===== src/hw/rtl/mlem_pkg.sv =====
// mlem_pkg: shared types, codes and helpers for the MLEM projection update block.
// Depends on nothing; every other file in hw/rtl imports it.
package mlem_pkg;

    // input item kinds
    localparam logic [1:0] KIND_LOAD   = 2'd0;
    localparam logic [1:0] KIND_LINE   = 2'd1;
    localparam logic [1:0] KIND_UPDATE = 2'd2;

    // blend modes; the two unused codes fall back to no blending
    localparam logic [2:0] MODE_NONE  = 3'd0;
    localparam logic [2:0] MODE_MUL   = 3'd1;
    localparam logic [2:0] MODE_MIX   = 3'd2;
    localparam logic [2:0] MODE_FORCE = 3'd3;
    localparam logic [2:0] MODE_INV   = 3'd4;
    localparam logic [2:0] MODE_BEAM  = 3'd5;

    // configuration register indexes
    localparam int         CFG_IDX_W      = 1;
    localparam int         CFG_DATA_W     = 17;
    localparam logic [CFG_IDX_W-1:0] REG_BLEND_MODE = 1'b0;
    localparam logic [CFG_IDX_W-1:0] REG_BLEND_MU   = 1'b1;

    localparam logic [16:0] ONE_Q16 = 17'h10000;
    localparam logic [31:0] MAX32   = 32'hFFFF_FFFF;

    localparam int QUEUE_DEPTH = 4;
    localparam int QPTR_W      = 2;

    typedef struct packed {
        logic [1:0]  kind;
        logic [11:0] voxel_index;
        logic [31:0] sample_value;
        logic [31:0] beam_value;
        logic        line_last;
    } mlem_in_t;

    typedef struct packed {
        logic [31:0] result_value;
        logic        is_projection;
        logic        line_skipped;
        logic        saturated;
    } mlem_out_t;

    typedef enum logic [1:0] {
        OP_LOAD,
        OP_LINE,
        OP_UPDATE
    } op_t;

    typedef struct packed {
        op_t         op;
        logic [11:0] voxel_index;
        logic        in_range;
        logic [31:0] sample_value;
        logic [31:0] beam_value;
        logic        line_last;
    } mlem_cmd_t;

    typedef struct packed {
        logic [2:0]  mode;
        logic [16:0] mu;
        logic [16:0] mu_inv;
    } mlem_cfg_t;

    typedef struct packed {
        logic full;
        logic empty;
    } mlem_qstat_t;

    typedef struct packed {
        logic        start;
        logic [63:0] dividend;
        logic [63:0] divisor;
    } mlem_div_req_t;

    typedef struct packed {
        logic        done;
        logic [63:0] quotient;
    } mlem_div_rsp_t;

    typedef enum logic [4:0] {
        ST_CLEAR,
        ST_IDLE,
        ST_LN_M1,
        ST_LN_M2,
        ST_LN_M3,
        ST_LN_M4,
        ST_LN_ACC,
        ST_LN_SUM,
        ST_BP_RD,
        ST_BP_ADDR,
        ST_BP_READ,
        ST_BP_DIV,
        ST_BP_WAIT,
        ST_BP_WR,
        ST_UP_M1,
        ST_UP_M2,
        ST_UP_M3,
        ST_UP_CHK,
        ST_UP_WAIT,
        ST_EMIT
    } mlem_state_t;

    function automatic logic [31:0] sat32(input logic [63:0] v);
        return (|v[63:32]) ? MAX32 : v[31:0];
    endfunction

    function automatic logic [47:0] sat48(input logic [48:0] v);
        return v[48] ? 48'hFFFF_FFFF_FFFF : v[47:0];
    endfunction

endpackage


===== src/hw/rtl/mlem_divider.sv =====
// mlem_divider: 64-bit restoring divider, one quotient bit per cycle.
// Depends on mlem_pkg; shared by back projection and voxel update.
module mlem_divider
    import mlem_pkg::*;
(
    input  logic          aclk,
    input  logic          aresetn,
    input  mlem_div_req_t req,
    output mlem_div_rsp_t rsp
);
    logic        busy_reg, busy_next;
    logic        done_reg, done_next;
    logic [5:0]  step_reg, step_next;
    logic [63:0] rem_reg, rem_next;
    logic [63:0] quo_reg, quo_next;
    logic [63:0] dvs_reg, dvs_next;
    logic [64:0] trial;
    logic        ge;

    assign trial = {rem_reg, quo_reg[63]};
    assign ge    = (trial >= {1'b0, dvs_reg});

    always_comb begin
        busy_next = busy_reg;
        done_next = 1'b0;
        step_next = step_reg;
        rem_next  = rem_reg;
        quo_next  = quo_reg;
        dvs_next  = dvs_reg;
        if (req.start) begin
            busy_next = 1'b1;
            step_next = '0;
            rem_next  = '0;
            quo_next  = req.dividend;
            dvs_next  = req.divisor;
        end else if (busy_reg) begin
            rem_next  = ge ? 64'(trial - {1'b0, dvs_reg}) : trial[63:0];
            quo_next  = {quo_reg[62:0], ge};
            step_next = step_reg + 1'b1;
            if (step_reg == 6'd63) begin
                busy_next = 1'b0;
                done_next = 1'b1;
            end
        end
    end

    always_ff @(posedge aclk) begin
        if (!aresetn) begin
            busy_reg <= 1'b0;
            done_reg <= 1'b0;
            step_reg <= '0;
        end else begin
            busy_reg <= busy_next;
            done_reg <= done_next;
            step_reg <= step_next;
        end
    end

    always_ff @(posedge aclk) begin
        rem_reg <= rem_next;
        quo_reg <= quo_next;
        dvs_reg <= dvs_next;
    end

    assign rsp.done     = done_reg;
    assign rsp.quotient = quo_reg;

endmodule


===== config.mk =====
export PLATFORM = sky130hd
export DESIGN_NAME = mlem_divider
export DESIGN_NICKNAME = d
export VERILOG_FILES = /design/src/hw/rtl/mlem_pkg.sv /design/src/hw/rtl/mlem_divider.sv
export SDC_FILE = /design/constraint.sdc
export NUM_CORES = 1
export LEC_CHECK = 0
export BUFFER_PORTS_ARGS = -buffer_cell sky130_fd_sc_hd__buf_2
export CORE_MARGIN = 10
export CORE_UTILIZATION = 35
export DETAILED_ROUTE_END_ITERATION = 16
export PLACE_DENSITY = 0.65
export SLEW_MARGIN = 15
export SYNTH_ARGS = -nofsm -noshare
export SYNTH_HDL_FRONTEND = slang
export SYNTH_SLANG_ARGS = --single-unit

===== constraint.sdc =====
create_clock -name aclk -period 3.9 [get_ports aclk]
set_clock_uncertainty 0.05 [all_clocks]
set_input_delay 0.585 -clock aclk [delete_from_list [all_inputs] [get_ports aclk]]
set_output_delay 0.585 -clock aclk [all_outputs]
set_load 0.1 [all_outputs]

# ---- Word level (Yosys, flattened, before mapping)
# Index checks and enable logic that the tools add are counted.
dict set report classes {
  n_addsub 2
  magnitude_cmp 1
  eq_ne 1
  muxes 7
  bitwise 2
  reduce_logical 3
}
# op n
set op_table {}
lappend op_table {{$mux W64} 3}
lappend op_table {{$ge A65 B64 Y1} 1}
lappend op_table {{$sub A64 B64 Y64} 1}
lappend op_table {{$add A6 B1 Y6 const B} 1}
lappend op_table {{$eq A6 B6 Y1 const B} 1}
lappend op_table {{$mux W1} 4}
lappend op_table {{$reduce_or A3 Y1} 1}
lappend op_table {{$not A1 Y1} 2}
lappend op_table {{$reduce_bool A2 Y1} 1}
lappend op_table {{$reduce_or A2 Y1} 1}
dict set report totals {
  register_bits 200
  inputBits 131
  out_inout_bits 65
  elab_cells 22
}

# ---- Logic depth before layout (Yosys ltp)
dict set report depth {
  depth_word 4
  mapped_depth 15
  depth_no_buf 13
}

# ---- Worst setup path before layout
# No wires, ideal clock.
dict set report synth_path {
  path_kind {reg2reg}
  startpoint {register quo_reg[63]}
  endpoint {register rem_reg[62]}
  setup_time_ns 0.117
  arrival_time_ns 3.366
  t_required_ns 3.733
  path_slack_ns 0.366
  stages_incl_launch_ff 14
  n_path_buf 2
  synth_period_minus_slack_ns 3.534
  cell_sequence {edfxtp_1 inv_1 ha_1 nor2b_1 o21ai_1 a21oi_1 o21ai_2 a2111oi_4 nor2_4 o21a_1 buf_6 buf_6 a2111o_1 a32o_1}
}
dict set report synth_via {
  elab_chain_cells 2
  elab_cells_between_ends 3
  classes_between {add/sub (1); order compare (1); mux (1)}
}
# item line
set synth_lines {}
lappend synth_lines {{from (decl)} mlem_divider.sv:15} ;# logic [63:0] quo_reg, quo_next;
lappend synth_lines {{from (signal assigned)} mlem_divider.sv:61} ;# quo_reg <= quo_next;
lappend synth_lines {{$sub A64 B64 Y64 / $ge A65 B64 Y1 (equally long branches)} {mlem_divider.sv:37, mlem_divider.sv:21}}
lappend synth_lines {{$mux W64 *} mlem_divider.sv:37} ;# rem_next = ge ? 64'(trial - {1'b0, dvs_reg}) : trial[63:0];
lappend synth_lines {{to (signal assigned)} mlem_divider.sv:60} ;# rem_reg <= rem_next;
lappend synth_lines {{to (decl)} mlem_divider.sv:14} ;# logic [63:0] rem_reg, rem_next;
# Every way passes the cells marked *; elsewhere a longest branch is shown, timed or not.
# A chain may end at the register's enable or synchronous reset.

# ---- Worst setup path after layout
# Same ends and word-level chain as after synthesis.

==> flow_summary.ini <==
[finish]
multiInputGateArea_um2 = 6100
fillers = 3341
finalNetCount = 1619
synthToLayoutAreaGrowth_pct = 16.9
regArea_um2 = 5290
final_layout_size_suffix_gt1_frac = 0.231
fin_area_um2 = 14000

[logic_synthesis]
synth-edff-count = 128
synth_top_family_by_area = compound AO/OA/AOI/OAI gates
avgSynthCellArea_um2 = 9.54
ys_top_cells_by_area = edfxtp_1, dfxtp_1, ha_1
synth_most_common_cell = nand2_1
muxShareOfSynthArea = 0.0654
synth.distinct_cells = 72
netlist_instances = 1256
synthFlopType = edfxtp_1
ys_ff_latch = 200
synth_top_area_cell = edfxtp_1
netlist_area_um2 = 12000
synth_compound_area_frac = 0.190
ys_seq_area_frac = 0.441
yosys_warnings = 0
synth-adder-area-share = 0.0696
synth_commonest_cells = nand2_1, edfxtp_1, nor2_1
yosys.area_share.simple = 0.147
synth_xor_xnor_area_share = 0.0358
synth_top_area_frac = 0.321
ys_async_sr_fraction = 0
syn-num-nets = 1453

[grt]
grt_first_pass_wirelength_um = 54300
grt_pass1_vias = 10100
track_usage = 0.161
grt-ovfl-total = 0
antenna_found_initial = 6
grt_max_degree = 102

[sta]
drv_slew = 0
period_share = 0.921
min_period_ns = 3.59
slew_headroom = 0.430
rsz0062_at_grt = false
finalHoldViolations = 0
fin_ws_ns = 0.308
setup_viol = 0
fmax_mhz = 278
worst_slew_pin_slew_ns = 0.853

[routing]
topRoutingLayerUsed = met5
wl_met1_um = 15200
drc = 0
drt_iter0_markers = 608
dr_wl_met2_um = 15600
viasPerCell = 5.30
met3_length_um = 2490
wl_um = 33900
first_pass_iters = 5
vias = 9989
wire_per_inst_um = 18.0
ant_nets = 0

[floorplanning]
rows = 67
io_pins = 196
die_h_um = 205
fp.dieW_um = 205
core-area_um2 = 33600
floorplan.die_area_um2 = 42000
start_util = 0.356

[clocking]
path_clk_slew_ns = 0.08
clk_latency_ns = 0.46
cts_root_buffer = clkbuf_16
cts_setup_buffers = 0
h-tree-depth = 4
cts_tree = done
clock_sinks = 200
cts_max_path_buffers = 2
cts_buffers = 17

[outcome]
status = completed

[critical_path]
crit_top_cell = a211oi_1
worst_ep_arrival_time_ns = 3.89
cpMaxStageDelayCell = a41oi_1
worst-setup-path-type = reg -> reg
cp.buffers_inverters = 1
crit_family = compound AO/OA/AOI/OAI gates
crit_chain = inv_1 > ha_1 > fa_1 > nor2b_1 > o31ai_2 > a211oi_1 > or2_1 > a41oi_1 > a211oi_1 > o21ai_0 > nand2_1 > a2111o_1 > a32o_1
cp-end-kind = flip-flop
critPathLaunchType = flip-flop
slowest_delay_ns = 0.46
required_ns = 4.20
cp_max_fo = 3

[placement]
pre_cts_slack_ns = -0.0177
post_dp_cell_area_um2 = 13400
hpwl_um = 25700
place_congestion = 0.906
io_buffers = 195

[job]
maxCapViolCount = 0

[power_and_ir_drop]
report.power.total_w = 0.00656
cellLeakagePower_nw = 5.80
power_density_nw_per_um2 = 468
vdd_drop_max_mv = 0.369

[min_path]
hp-class = in -> reg
-- where the power goes --
| group | leakage (nW) | internal (W) | switching (W) | total (W) |
|---|---|---|---|---|
| clock network | 0.289 | 0.000931 | 0.000902 | 0.00183 |
| logic | 3.65 | 0.000664 | 0.00146 | 0.00213 |
| registers | 1.86 | 0.00247 | 0.000129 | 0.00260 |
| total | 5.80 | 0.00406 | 0.00250 | 0.00656 |
-- layer usage --
metal	up-vias	track usage
li1	4928	-
met1	4729	0.205
met2	284	0.251
met3	40	0.0584
met4	8	0.0473
met5	-	0
-- cell usage in the layout, fill, tap and decap left out, types with 46 or more instances in the layout --
cell,synthesis,layout
ha_1,65,65
a311oi_1,46,46
dfxtp_1,72,71
a21oi_1,89,89
nand2_1,154,154
buf_2,8,194
inv_1,88,87
nor2_1,111,111
edfxtp_1,128,128
mux2_2,66,66
o21ai_0,51,51
-- logic make-up (layout without fill, tap and decap cells) --
kind of cell / Yosys count / in the layout
compound gates: 334 / 334
xor+xnor: 49 / 49
fa+ha+maj: 66 / 66
buf+inv: 150 / 329
flops: 200 / 200
mux: 70 / 70
other cells: 0 / 2
simple gates: 387 / 387
-- metrics by stage --
stage	hold slack, ns	utilization	cells	TNS, ns
after floorplan	0.395	-	1256	0
final	0.244	0.417	1885	0
after global routing	0.217	0.417	1884	0
after global placement	0.422	0.399	1851	0
after CTS	0.223	0.416	1883	0
after detailed placement	0.419	0.399	1851	-0.0177
-- worst register-to-register path, delay by kind of cell, from the launching register on --
kind / cells / cell delay [ns]
buffers and inverters: 1 / 0.08
AOI/OAI and AO/OA: 7 / 2.03
DFF: 1 / 0.43
adders and majority gates: 2 / 0.39
and+or+nand+nor: 3 / 0.49
-- layout make-up --
cell class | instances | area share
diodes | 2 | 0.000357
clock buffers | 19 | 0.0316
clock inverters | 13 | 0.0110
inverters | 88 | 0.0236
multi-input cells | 906 | 0.435
flip-flops and latches | 200 | 0.378
well taps | 448 | 0.0400
repair buffers | 209 | 0.0803
-- final timing paths --
path / start / to / slack, ns / cells past startpoint
worst max register to register: quo_reg[63] / rem_reg[62] / 0.31 / 13
worst min register to register: step_reg[5] / done_reg / 0.44 / 2
worst max-delay path: quo_reg[63] / rem_reg[62] / 0.31 / 13
worst min-delay path: req[29] / dvs_reg[29] / 0.24 / 1
-- repair_timing --
| item | CTS | global route |
|---|---|---|
| hold buffers | 0 | 0 |
| hold endpoints to repair | 0 | 0 |
| endpoints found under the setup margin | 1 | 0 |
| gates resized for setup | 1 | 0 |
Power figures use the tool's default switching activity.
