[src/hw/rtl/mlem_pkg.sv]
// mlem_pkg: shared types, codes and helpers for the MLEM projection update block.
// Depends on nothing; every other file in hw/rtl imports it.
package mlem_pkg;

    // input item kinds
    localparam logic [1:0] KIND_LOAD   = 2'd0;
    localparam logic [1:0] KIND_LINE   = 2'd1;
    localparam logic [1:0] KIND_UPDATE = 2'd2;

    // blend modes; the two unused codes fall back to no blending
    localparam logic [2:0] MODE_NONE  = 3'd0;
    localparam logic [2:0] MODE_MUL   = 3'd1;
    localparam logic [2:0] MODE_MIX   = 3'd2;
    localparam logic [2:0] MODE_FORCE = 3'd3;
    localparam logic [2:0] MODE_INV   = 3'd4;
    localparam logic [2:0] MODE_BEAM  = 3'd5;

    // configuration register indexes
    localparam int         CFG_IDX_W      = 1;
    localparam int         CFG_DATA_W     = 17;
    localparam logic [CFG_IDX_W-1:0] REG_BLEND_MODE = 1'b0;
    localparam logic [CFG_IDX_W-1:0] REG_BLEND_MU   = 1'b1;

    localparam logic [16:0] ONE_Q16 = 17'h10000;
    localparam logic [31:0] MAX32   = 32'hFFFF_FFFF;

    localparam int QUEUE_DEPTH = 4;
    localparam int QPTR_W      = 2;

    typedef struct packed {
        logic [1:0]  kind;
        logic [11:0] voxel_index;
        logic [31:0] sample_value;
        logic [31:0] beam_value;
        logic        line_last;
    } mlem_in_t;

    typedef struct packed {
        logic [31:0] result_value;
        logic        is_projection;
        logic        line_skipped;
        logic        saturated;
    } mlem_out_t;

    typedef enum logic [1:0] {
        OP_LOAD,
        OP_LINE,
        OP_UPDATE
    } op_t;

    typedef struct packed {
        op_t         op;
        logic [11:0] voxel_index;
        logic        in_range;
        logic [31:0] sample_value;
        logic [31:0] beam_value;
        logic        line_last;
    } mlem_cmd_t;

    typedef struct packed {
        logic [2:0]  mode;
        logic [16:0] mu;
        logic [16:0] mu_inv;
    } mlem_cfg_t;

    typedef struct packed {
        logic full;
        logic empty;
    } mlem_qstat_t;

    typedef struct packed {
        logic        start;
        logic [63:0] dividend;
        logic [63:0] divisor;
    } mlem_div_req_t;

    typedef struct packed {
        logic        done;
        logic [63:0] quotient;
    } mlem_div_rsp_t;

    typedef enum logic [4:0] {
        ST_CLEAR,
        ST_IDLE,
        ST_LN_M1,
        ST_LN_M2,
        ST_LN_M3,
        ST_LN_M4,
        ST_LN_ACC,
        ST_LN_SUM,
        ST_BP_RD,
        ST_BP_ADDR,
        ST_BP_READ,
        ST_BP_DIV,
        ST_BP_WAIT,
        ST_BP_WR,
        ST_UP_M1,
        ST_UP_M2,
        ST_UP_M3,
        ST_UP_CHK,
        ST_UP_WAIT,
        ST_EMIT
    } mlem_state_t;

    function automatic logic [31:0] sat32(input logic [63:0] v);
        return (|v[63:32]) ? MAX32 : v[31:0];
    endfunction

    function automatic logic [47:0] sat48(input logic [48:0] v);
        return v[48] ? 48'hFFFF_FFFF_FFFF : v[47:0];
    endfunction

endpackage

[src/hw/rtl/mlem_front.sv]
// mlem_front: configuration registers, input handshake and item classification.
// Depends on mlem_pkg; feeds mlem_queue.
module mlem_front
    import mlem_pkg::*;
#(
    parameter int VOXELS = 4096
) (
    input  logic                  aclk,
    input  logic                  aresetn,
    input  logic                  cfg_we,
    input  logic [CFG_IDX_W-1:0]  cfg_index,
    input  logic [CFG_DATA_W-1:0] cfg_wdata,
    input  logic                  s_valid,
    output logic                  s_ready,
    input  mlem_in_t              s_data,
    input  logic                  init_done,
    input  mlem_qstat_t           q_stat,
    output logic                  push,
    output mlem_cmd_t             cmd,
    output mlem_cfg_t             cfg
);
    localparam logic [16:0] VOX_LIMIT = 17'(VOXELS);

    logic [2:0]  mode_reg, mode_next;
    logic [16:0] mu_reg, mu_next;
    logic [16:0] mu_eff;

    always_comb begin
        mode_next = mode_reg;
        mu_next   = mu_reg;
        if (cfg_we) begin
            case (cfg_index)
                REG_BLEND_MODE: mode_next = cfg_wdata[2:0];
                REG_BLEND_MU:   mu_next   = cfg_wdata;
                default: ;
            endcase
        end
    end

    always_ff @(posedge aclk) begin
        if (!aresetn) begin
            mode_reg <= MODE_NONE;
            mu_reg   <= '0;
        end else begin
            mode_reg <= mode_next;
            mu_reg   <= mu_next;
        end
    end

    // clamp mu to one
    assign mu_eff     = (mu_reg > ONE_Q16) ? ONE_Q16 : mu_reg;
    assign cfg.mode   = mode_reg;
    assign cfg.mu     = mu_eff;
    assign cfg.mu_inv = ONE_Q16 - mu_eff;

    assign s_ready = init_done && !q_stat.full;

    always_comb begin
        cmd.voxel_index  = s_data.voxel_index;
        cmd.in_range     = ({5'b0, s_data.voxel_index} < VOX_LIMIT);
        cmd.sample_value = s_data.sample_value;
        cmd.beam_value   = s_data.beam_value;
        cmd.line_last    = s_data.line_last;
        case (s_data.kind)
            KIND_LINE:   cmd.op = OP_LINE;
            KIND_UPDATE: cmd.op = OP_UPDATE;
            default:     cmd.op = OP_LOAD;
        endcase
        // drop the unused kind here
        push = s_valid && s_ready && (s_data.kind inside {KIND_LOAD, KIND_LINE, KIND_UPDATE});
    end

endmodule

[config.mk]
export PLATFORM = sky130hd
export DESIGN_NAME = mlem_front
export DESIGN_NICKNAME = d
export VERILOG_FILES = /design/src/hw/rtl/mlem_pkg.sv /design/src/hw/rtl/mlem_front.sv
export SDC_FILE = /design/constraint.sdc
export NUM_CORES = 1
export LEC_CHECK = 0
export BUFFER_PORTS_ARGS = -buffer_cell sky130_fd_sc_hd__buf_4
export CORE_AREA = 2 2 85 87
export CTS_CLUSTER_DIAMETER = 60
export CTS_CLUSTER_SIZE = 30
export DETAILED_ROUTE_END_ITERATION = 8
export DIE_AREA = 0 0 87 89
export PLACE_DENSITY = 0.7
export REMOVE_ABC_BUFFERS = 1
export SLEW_MARGIN = 30
export SYNTH_ARGS = -nofsm -noshare
export SYNTH_HDL_FRONTEND = slang
export SYNTH_SLANG_ARGS = --single-unit
[constraint.sdc]
create_clock -name aclk -period 2.8 [get_ports aclk]
set_input_delay 0.42 -clock aclk [delete_from_list [all_inputs] [get_ports aclk]]
set_output_delay 0.42 -clock aclk [all_outputs]
set_load 0.02 [all_outputs]
# After elaboration in Yosys (flattened, before gate mapping)
# Cells that the tools add are included.
# totals
reg_bits	20
input_bits	104
output_inout_bits	119
word_cells	17
# op_classes
n_addsub	1
n_mux	2
reduce_logical	8
bitwise	1
order_cmp	1
n_eq_ne	2
# ops
operator	count
17-bit > comparator (second input constant)	1
17-bit two-way mux	1
17-bit subtractor (first input constant)	1
2-bit one-hot mux with 2 select lines	1
2-bit AND reduction	2
1-bit logical AND	3
3-bit nonzero test	1
2-bit by 1-bit equality test with 1-bit output (second input constant)	1
2-bit equality test (second input constant)	1
2-bit logical NOT	1
1-bit logical NOT	1
1-bit NOT	1

# Depth between registers and ports, before layout
# Gate-level depths: netlist of the first run.
# logic_depth
ltp_word	4
ltp_mapped	8
mapped_depth_nobuf	6

# Worst setup path before layout of the first run
# No wires, ideal clock.
# synth_path
kind	flip-flop to output port
start	reg mu_reg[2]
end	out cfg[14] (netlist name)
t_arrival_ns	2.171
t_required_ns	2.380
slack_ns	0.209
path_stages_with_launch	6
path_cell_list	dfxtp_1 nor4_4 nand4_2 or4_4 o21a_1 o31ai_1
# synth_rtl
element	line_no	rtl
from (decl)	mlem_front.sv:25	logic [16:0] mu_reg, mu_next;
from (signal assigned)	mlem_front.sv:46	mu_reg <= mu_next;
to (decl)	mlem_front.sv:20	output mlem_cfg_t cfg

==> flow_summary.json, run 1 <==
{
  "grt_overflow": 0,
  "p_leak_nw": 0.911,
  "synth_top_area_share": 0.318,
  "place_congestion": 1.02,
  "worst_pin_slew_ps": 623,
  "dr.pass1.iters": 4,
  "drt_iter0_drc": 76,
  "cts_root_buf": "clkbuf_8",
  "setup_violations": 0,
  "fin_crit_sh": 0.952,
  "synth_most_common_cell": "buf_4",
  "cp_max_fo": 7,
  "die_x_um": 87,
  "cap_violations": 0,
  "clock_latency_ps": 260,
  "regArea_sq_um": 402,
  "rsz0062_at_grt": "true",
  "synth.area.top_cells": "buf_4, dfxtp_1, nand2_1",
  "dieArea_sq_um": 7740,
  "fillers": 743,
  "synth_cell_type_count": 38,
  "io_pins": 223,
  "start_util": 0.284,
  "path_buf_inv": 2,
  "drcViolationCount": 0,
  "die_y_um": 89,
  "syn_to_final_growth_pct": 4.91,
  "cp_slowest_cell": "or4_1",
  "grt_pass1_vias": 1507,
  "cp.arrival_ps": 2250,
  "antenna_found_initial": 0,
  "max-vdd-ir-drop_mv": 0.290,
  "wire_per_inst_um": 38.9,
  "n_antenna_cell": 0,
  "r2r-start": "mu_reg[16]",
  "grt_usage": 0.309,
  "postSynthAreaPerCell_sq_um": 7.55,
  "max_slew_margin": 0.584,
  "ys.flop_type": "dfxtp_1",
  "use_met2": 0.552,
  "core_region_area_sq_um": 6720,
  "ys_warn_count": 0,
  "cts.path.max_buffers": 2,
  "clk_pin_slew_ps": 80,
  "cts_buffers": 3,
  "vias": 1637,
  "hold_violations": 0,
  "yosys_register_bits": 20,
  "cp.required_ps": 2380,
  "ys_top_cells_by_count": "buf_4, nand2_1, dfxtp_1",
  "synth_edf_count": 0,
  "grtUsageMet3": 0.393,
  "antenna_left": 0,
  "path_class": "reg2out",
  "yosysTopAreaCell": "buf_4",
  "hpwl_mm": 11.5,
  "whs_ps": 410,
  "start_kind": "flop",
  "row_count": 30,
  "async_reset_ff_frac": 0,
  "min-delay-start": "cfg_wdata[5]",
  "hold_path_class": "in2reg",
  "ys_seq_area_frac": 0.210,
  "final_util": 0.298,
  "drive_above_1_share": 0.369,
  "mappedNetlistArea_sq_um": 1910,
  "grt_pass1_wl_mm": 15.1,
  "crit_family": "compound AO/OA/AOI/OAI gates",
  "clock_skew_ps": 0,
  "h-tree-depth": 1,
  "critPathLaunch": "mu_reg[12]",
  "crit_chain": "or4_1, o41ai_2, buf_4, a2bb2oi_1, o31ai_2, buf_4",
  "synth_cells": 253,
  "grt_max_degree": 21,
  "wirelength_mm": 12.5,
  "cp-end-kind": "output pin",
  "busiest_layer": "met2",
  "fmax_ghz": 0.375,
  "largest_reg_flops": 17,
  "multi_input_area_sq_um": 871,
  "routed_via_density": 5.10,
  "p_total_uw": 990,
  "cts_sinks": 20,
  "port-buffer-count": 66,
  "final_nets": 347,
  "power.density_nw_per_um2": 494,
  "timing.critical_path.mode_cell": "buf_4",
  "grtUsageMet1": 0.159,
  "fin_crit_ps": 2670,
  "cpPeakStageDelay_ps": 620,
  "drv_slew": 0,
  "cts_tree": "done",
  "status": "complete, no violations"
}
-- tightest hold or removal path, cell delays in order --
cell	delay, ps
buf_4	110
nand2_1	40
a21boi_0	60
-- per-stage QoR --
step,instances,area (sq um),setup WS (ps),setup TNS [ps]
2_1_floorplan,163,1270,-33.3,-33.3
3_3_place_gp,315,1910,251,0
3_5_place_dp,315,1910,260,0
4_1_cts,320,1990,78.3,0
5_1_grt,321,2000,-9.38,-12.9
6_report,321,2000,133,0
-- placed cells by master (no fill, tap or decap), types with 4 or more instances in the layout --
master / netlist / final
nand2_1: 42 / 42
nor2b_1: 15 / 15
o21ai_0: 4 / 4
dfxtp_1: 20 / 19
nor2_1: 11 / 11
and2_1: 6 / 6
buf_4: 81 / 73
a21boi_0: 17 / 17
xor2_1: 4 / 4
nand3_1: 5 / 5
-- logic make-up after synthesis --
family | synth area share
XOR/XNOR | 0.0275
AO/OA/AOI/OAI | 0.126
buffers and inverters | 0.341
flip-flops | 0.210
AND/OR/NAND/NOR | 0.271
other | 0.00196
adder cells (fa/ha/maj) | 0.00655
multiplexers | 0.0157
-- power by group --
part           leakage [nW]  internal, mW  total (mW)  switching (mW)
logic                 0.712         0.176       0.383           0.207
registers             0.164         0.298       0.317          0.0197
clock network        0.0357         0.191       0.289          0.0982
-- cell type report --
class,count,share of cell area
Clock buffer,3,0.0206
Clock inverter,1,0.0150
Inverter,2,0.00375
Multi-Input combinational cell,141,0.434
Sequential cell,20,0.200
Tap cell,80,0.0499
Timing Repair Buffer,74,0.276
-- per-layer routing --
| layer | share of wire | vias to the layer above |
|---|---|---|
| met5 | 0.0038 | - |
| met4 | 0.048 | 2 |
| met3 | 0.27 | 24 |
| met2 | 0.50 | 184 |
| met1 | 0.18 | 709 |
| li1 | - | 718 |
-- repair_timing --
item                                    in CTS  in global routing
hold endpoints to repair                     0                  0
cloned                                       0                  1
gates resized for setup                      0                  4
setup buffers                                1                  0
endpoints found under the setup margin       1                  3
pin swaps                                    1                  1
hold buffers                                 0                  0
-- worst paths after layout --
kind                            cells past startpoint    endpoint  slack, ps
worst max-delay path                                6     cfg[14]        130
worst max register to register                      3  mu_reg[16]       1740
worst min register to register                      2  mu_reg[11]        510
worst min-delay path                                3   mu_reg[5]        410
No activity file was read; power rests on OpenSTA's default activity.
==> inputs of run 2 (changes only) <==
--- a/config.mk
+++ b/config.mk
@@ -6,11 +6,12 @@
 export NUM_CORES = 1
 export LEC_CHECK = 0
+export ABC_AREA = 1
 export BUFFER_PORTS_ARGS = -buffer_cell sky130_fd_sc_hd__buf_4
-export CORE_AREA = 2 2 85 87
+export CORE_AREA = 2 2 86 88
 export CTS_CLUSTER_DIAMETER = 60
 export CTS_CLUSTER_SIZE = 30
 export DETAILED_ROUTE_END_ITERATION = 8
-export DIE_AREA = 0 0 87 89
-export PLACE_DENSITY = 0.7
+export DIE_AREA = 0 0 88 90
+export PLACE_DENSITY = 0.68
 export REMOVE_ABC_BUFFERS = 1
 export SLEW_MARGIN = 30
==> constraint.sdc (replaced) <==
create_clock -name aclk -period 2.8 [get_ports aclk]
set_input_delay 0.42 -clock aclk [delete_from_list [all_inputs] [get_ports aclk]]
set_output_delay 0.42 -clock aclk [all_outputs]
set_load 0.005 [all_outputs]
==> run 2 against run 1 <==
  * Clock-buffer cell count stayed put
  * First-iteration DRC count is 91% higher
  * Synthesized cell count is 15% higher
  * Critical path type unchanged
==> flow_summary.json, run 2 <==
{
  "drcViolationCount": 0,
  "rsz0062_at_grt": "false",
  "synth.area.top_cells": "buf_4, dfxtp_1, nor2_1",
  "largest_reg_flops": 17,
  "max_slew_margin": 0.565,
  "h-tree-depth": 1,
  "critPathLaunch": "mu_reg[6]",
  "hpwl_mm": 11.6,
  "highest_layer": "met5",
  "min-delay-start": "cfg_wdata[1]",
  "antenna_found_initial": 3,
  "regArea_sq_um": 400,
  "placed_area_sq_um": 1900,
  "grt_overflow": 0,
  "cts_root_buf": "clkbuf_8",
  "finalSetupTns_ps": 0,
  "cp-end-kind": "output pin",
  "ys_top_cells_by_count": "buf_4, nor2_1, nand2_1",
  "cts.path.max_buffers": 2,
  "grt_pass1_wl_mm": 15.4,
  "final_cell_mix": "buf_4, nor2_1, nand2_1, inv_1, o21ai_0",
  "syn_to_final_growth_pct": 3.33,
  "cp_max_fo": 27,
  "die_x_um": 88,
  "grt_usage": 0.306,
  "p_sw_frac": 0.306,
  "r2r-start": "mu_reg[16]",
  "cts.repair.resized": 0,
  "fin_crit_ps": 2590,
  "cp.required_ps": 2380,
  "fmax_ghz": 0.386,
  "wl_met3_mm": 3.41,
  "cts_setup_buffers": 0,
  "io_pins": 223,
  "drv_slew": 0,
  "final_nets": 382,
  "vias": 1715,
  "setup_violations": 0,
  "drt_iter0_drc": 145,
  "p_seq_frac": 0.340,
  "hold_violations": 0,
  "synth_cells": 292,
  "yosysTopAreaCell": "buf_4",
  "cap_violations": 0,
  "max-vdd-ir-drop_mv": 0.152,
  "final_common_cell": "buf_4",
  "cts_buffers": 3,
  "power.density_nw_per_um2": 485,
  "ys_warn_count": 0,
  "yosys_register_bits": 20,
  "cp.arrival_ps": 2170,
  "worst_pin_slew_ps": 644,
  "mappedNetlistArea_sq_um": 1920,
  "cellInternalPower_uw": 667,
  "start_kind": "flop",
  "synth_top_area_share": 0.309,
  "p_switching_uw": 294,
  "ys.flop_type": "dfxtp_1",
  "clock_skew_ps": 0,
  "postSynthAreaPerCell_sq_um": 6.56,
  "synth_cell_type_count": 25,
  "cts-hold-fix-buffers": 0,
  "place_ws_ps": 495,
  "path_class": "reg2out",
  "dieArea_sq_um": 7920,
  "status": "complete, no violations",
  "p_clk_frac": 0.294,
  "setup_ws_ps": 209,
  "routed_via_density": 4.54,
  "grt_max_degree": 28,
  "ys_seq_area_frac": 0.209,
  "hold_path_class": "in2reg",
  "final_area_sq_um": 1980,
  "dr.pass1.iters": 5,
  "async_reset_ff_frac": 0,
  "die_y_um": 90,
  "start_util": 0.273,
  "grt_pass1_vias": 1532,
  "cts_tree": "done",
  "multi_input_area_sq_um": 762,
  "clock_latency_ps": 250,
  "synth_most_common_cell": "buf_4",
  "combPwrFrac": 0.367,
  "met1Wirelength_mm": 1.95,
  "fillers": 817,
  "wire_per_inst_um": 32.8,
  "drive_above_1_share": 0.319,
  "core_region_area_sq_um": 7020,
  "port-buffer-count": 66,
  "row_count": 31,
  "cts_sinks": 20,
  "final_util": 0.282,
  "p_leak_nw": 1.05,
  "wl_met2_mm": 6.35,
  "wirelength_mm": 12.4,
  "place_congestion": 0.990,
  "clk_pin_slew_ps": 70,
  "antenna_left": 0,
  "fin_crit_sh": 0.925,
  "synth_edf_count": 0
}
-- run 2: logic make-up (layout without fill, tap and decap cells) --
family | count (synthesis) | in the layout | share of synthesized area
flip-flops | 20 | 20 | 0.209
buffers and inverters | 117 | 101 | 0.394
other | 1 | 4 | 0.00196
XOR/XNOR | 7 | 7 | 0.0320
AND/OR/NAND/NOR | 106 | 106 | 0.236
adder cells (fa/ha/maj) | 1 | 1 | 0.00653
AO/OA/AOI/OAI | 40 | 40 | 0.121
-- run 2: per-layer routing --
metal / vias to the layer above / GRT usage
met4: 4 / 0.113
met5: - / 0.189
met2: 210 / 0.537
met1: 682 / 0.137
met3: 24 / 0.400
li1: 795 / -
-- run 2: critical path, cell delays in order (launching register included) --
cell and delay [ps]:
dfxtp_1 360, nor2_1 170, nand2_1 80, nor2_2 100, nand2_2 70, nand2_4 230
nand2_1 120, ha_1 280, nand2_2 160, nor2_4 60, xor2_1 140, buf_4 140
-- run 2: through the flow --
| step | std cells | hold WS, ps | total power [mW] |
|---|---|---|---|
| CTS | 375 | 401 | 0.968 |
| floorplan | 205 | 444 | 0.508 |
| finish | 378 | 405 | 0.961 |
| global placement | 371 | 460 | 0.681 |
| detailed placement | 371 | 468 | 0.687 |
| global route | 375 | 404 | 1.03 |
-- run 2: cell type report --
cell class | instances | area share
antenna | 3 | 0.00379
clock buffer | 3 | 0.0208
clock inverter | 1 | 0.0152
inverter | 30 | 0.0569
multi-input combinational | 155 | 0.385
sequential | 20 | 0.202
tap | 99 | 0.0625
timing repair buffer | 67 | 0.254
-- run 2: final timing paths --
kind,endpoint,slack [ps],depth (start not counted)
worst min-delay path,mode_reg[1],400,3
worst min register to register,mu_reg[15],480,2
worst max register to register,mu_reg[16],2060,2
worst max-delay path,cfg[8],210,11
-- run 2: power by group through the flow --
stage               clock, mW  sequential, mW  combinational (mW)
finish                  0.282           0.326               0.352
global route            0.306           0.330               0.393
CTS                     0.287           0.326               0.355
detailed placement          0           0.333               0.354
global placement            0           0.332               0.349
floorplan                   0           0.327               0.182
==> inputs of run 3 (changes only) <==
- BUFFER_PORTS_ARGS: -buffer_cell sky130_fd_sc_hd__buf_4 -> -buffer_cell sky130_fd_sc_hd__buf_2
==> run 3 against run 2 <==
  * Clock skew stayed put
  * Worst setup slack gained 32 ps
  * Sequential power barely moved
  * Fmax is 1.3% higher
  * Die area unchanged
  * Non-clock buffer count did not move
  * Power is 4.6% lower
  * First-iteration DRC count is 0.69% higher
  * Hold slack better by 3.2 ps
  * Cell area is 8.5% lower
  * Largest power group is now sequential cells
==> flow_summary.json, run 3 (synthesis results as in run 2) <==
{
  "drv_slew": 0,
  "place_congestion": 0.982,
  "drt_iter0_drc": 146,
  "multi_input_area_sq_um": 762,
  "cts_root_buf": "clkbuf_8",
  "hold_violations": 0,
  "max-vdd-ir-drop_mv": 0.156,
  "wirelength_mm": 12.4,
  "start_util": 0.273,
  "met1Wirelength_mm": 2.14,
  "hold_path_class": "in2reg",
  "cp-end-kind": "output pin",
  "fin_crit_ps": 2560,
  "final_area_sq_um": 1810,
  "path_class": "reg2out",
  "hpwl_mm": 11.6,
  "routed_via_density": 4.45,
  "clk_pin_slew_ps": 70,
  "grt_overflow": 0,
  "cts-hold-fix-buffers": 0,
  "cts_setup_buffers": 0,
  "antenna_left": 0,
  "largest_reg_flops": 17,
  "cp_max_fo": 27,
  "cts.path.max_buffers": 2,
  "drive_above_1_share": 0.319,
  "final_common_cell": "buf_2",
  "fin_crit_sh": 0.914,
  "grt_max_degree": 28,
  "highest_layer": "met4",
  "cp.arrival_ps": 2140,
  "cts.repair.resized": 0,
  "die_y_um": 90,
  "cp.required_ps": 2380,
  "grt_pass1_vias": 1500,
  "worst_pin_slew_ps": 781,
  "syn_to_final_growth_pct": -5.42,
  "dieArea_sq_um": 7920,
  "grt_usage": 0.303,
  "rsz0062_at_grt": "false",
  "io_pins": 223,
  "h-tree-depth": 1,
  "wire_per_inst_um": 32.9,
  "port-buffer-count": 66,
  "grt_pass1_wl_mm": 15.2,
  "final_nets": 382,
  "vias": 1676,
  "clock_skew_ps": 0,
  "drcViolationCount": 0,
  "clock_latency_ps": 250,
  "power.density_nw_per_um2": 506,
  "setup_violations": 0,
  "start_kind": "flop",
  "cts_buffers": 3,
  "core_region_area_sq_um": 7020,
  "placed_area_sq_um": 1740,
  "wl_met2_mm": 6.34,
  "finalSetupTns_ps": 0,
  "fillers": 808,
  "cts_sinks": 20,
  "final_cell_mix": "buf_2, nor2_1, nand2_1, inv_1, o21ai_0",
  "place_ws_ps": 509,
  "p_leak_nw": 1.01,
  "setup_ws_ps": 241,
  "die_x_um": 88,
  "antenna_found_initial": 2,
  "dr.pass1.iters": 5,
  "fmax_ghz": 0.391,
  "cap_violations": 0,
  "status": "complete, no violations",
  "cts_tree": "done",
  "row_count": 31,
  "max_slew_margin": 0.473,
  "wl_met3_mm": 3.46,
  "regArea_sq_um": 400
}
[run 3: path summary, 6_finish.rpt]
path	start	end	slack (ps)	cells past startpoint
hold reg to reg	mu_reg[15]	mu_reg[15]	480	2
setup reg to reg	mu_reg[16]	mu_reg[16]	2070	2
hold / removal	cfg_wdata[0]	mode_reg[0]	410	3
setup / recovery	mu_reg[2]	cfg[10]	240	13
[run 3: area by class of cell]
type | count | area share
Clock inverter | 1 | 0.0166
Antenna cell | 2 | 0.00276
Inverter | 30 | 0.0621
Sequential cell | 20 | 0.221
Timing Repair Buffer | 67 | 0.186
Multi-Input combinational cell | 155 | 0.420
Clock buffer | 3 | 0.0228
Tap cell | 99 | 0.0683
[run 3: worst max-delay path, cell delays in order, from the launching register on]
cell     delay (ps)
dfxtp_1         360
nor2_2          130
nand2_2         100
nor2_2          130
nand2_2          70
nand2_4         220
nand2_1         120
ha_1            270
nand2_2         160
nor2_4           60
nand2_1          50
nand2_1          50
nand2_1          60
buf_2           110
[run 3: report_power, final]
| part | total [mW] | internal, mW | switching, mW | leakage (nW) |
|---|---|---|---|---|
| combinational | 0.306 | 0.127 | 0.178 | 0.811 |
| clock | 0.285 | 0.191 | 0.0944 | 0.0357 |
| sequential | 0.326 | 0.304 | 0.0227 | 0.165 |
[run 3: stage by stage]
step,utilization,cells,power [mW],hold WS [ps]
detailed placement,0.247,371,0.639,466
CTS,0.258,375,0.922,405
floorplan,-,205,0.508,444
global placement,0.247,371,0.631,461
finish,0.258,377,0.917,408
global route,0.258,375,0.977,416
[run 3: per-layer routing]
| metal | GRT usage | up-vias |
|---|---|---|
| met2 | 0.539 | 209 |
| met1 | 0.143 | 654 |
| met5 | 0.119 | - |
| met3 | 0.395 | 18 |
| li1 | - | 795 |
| met4 | 0.0987 | 0 |
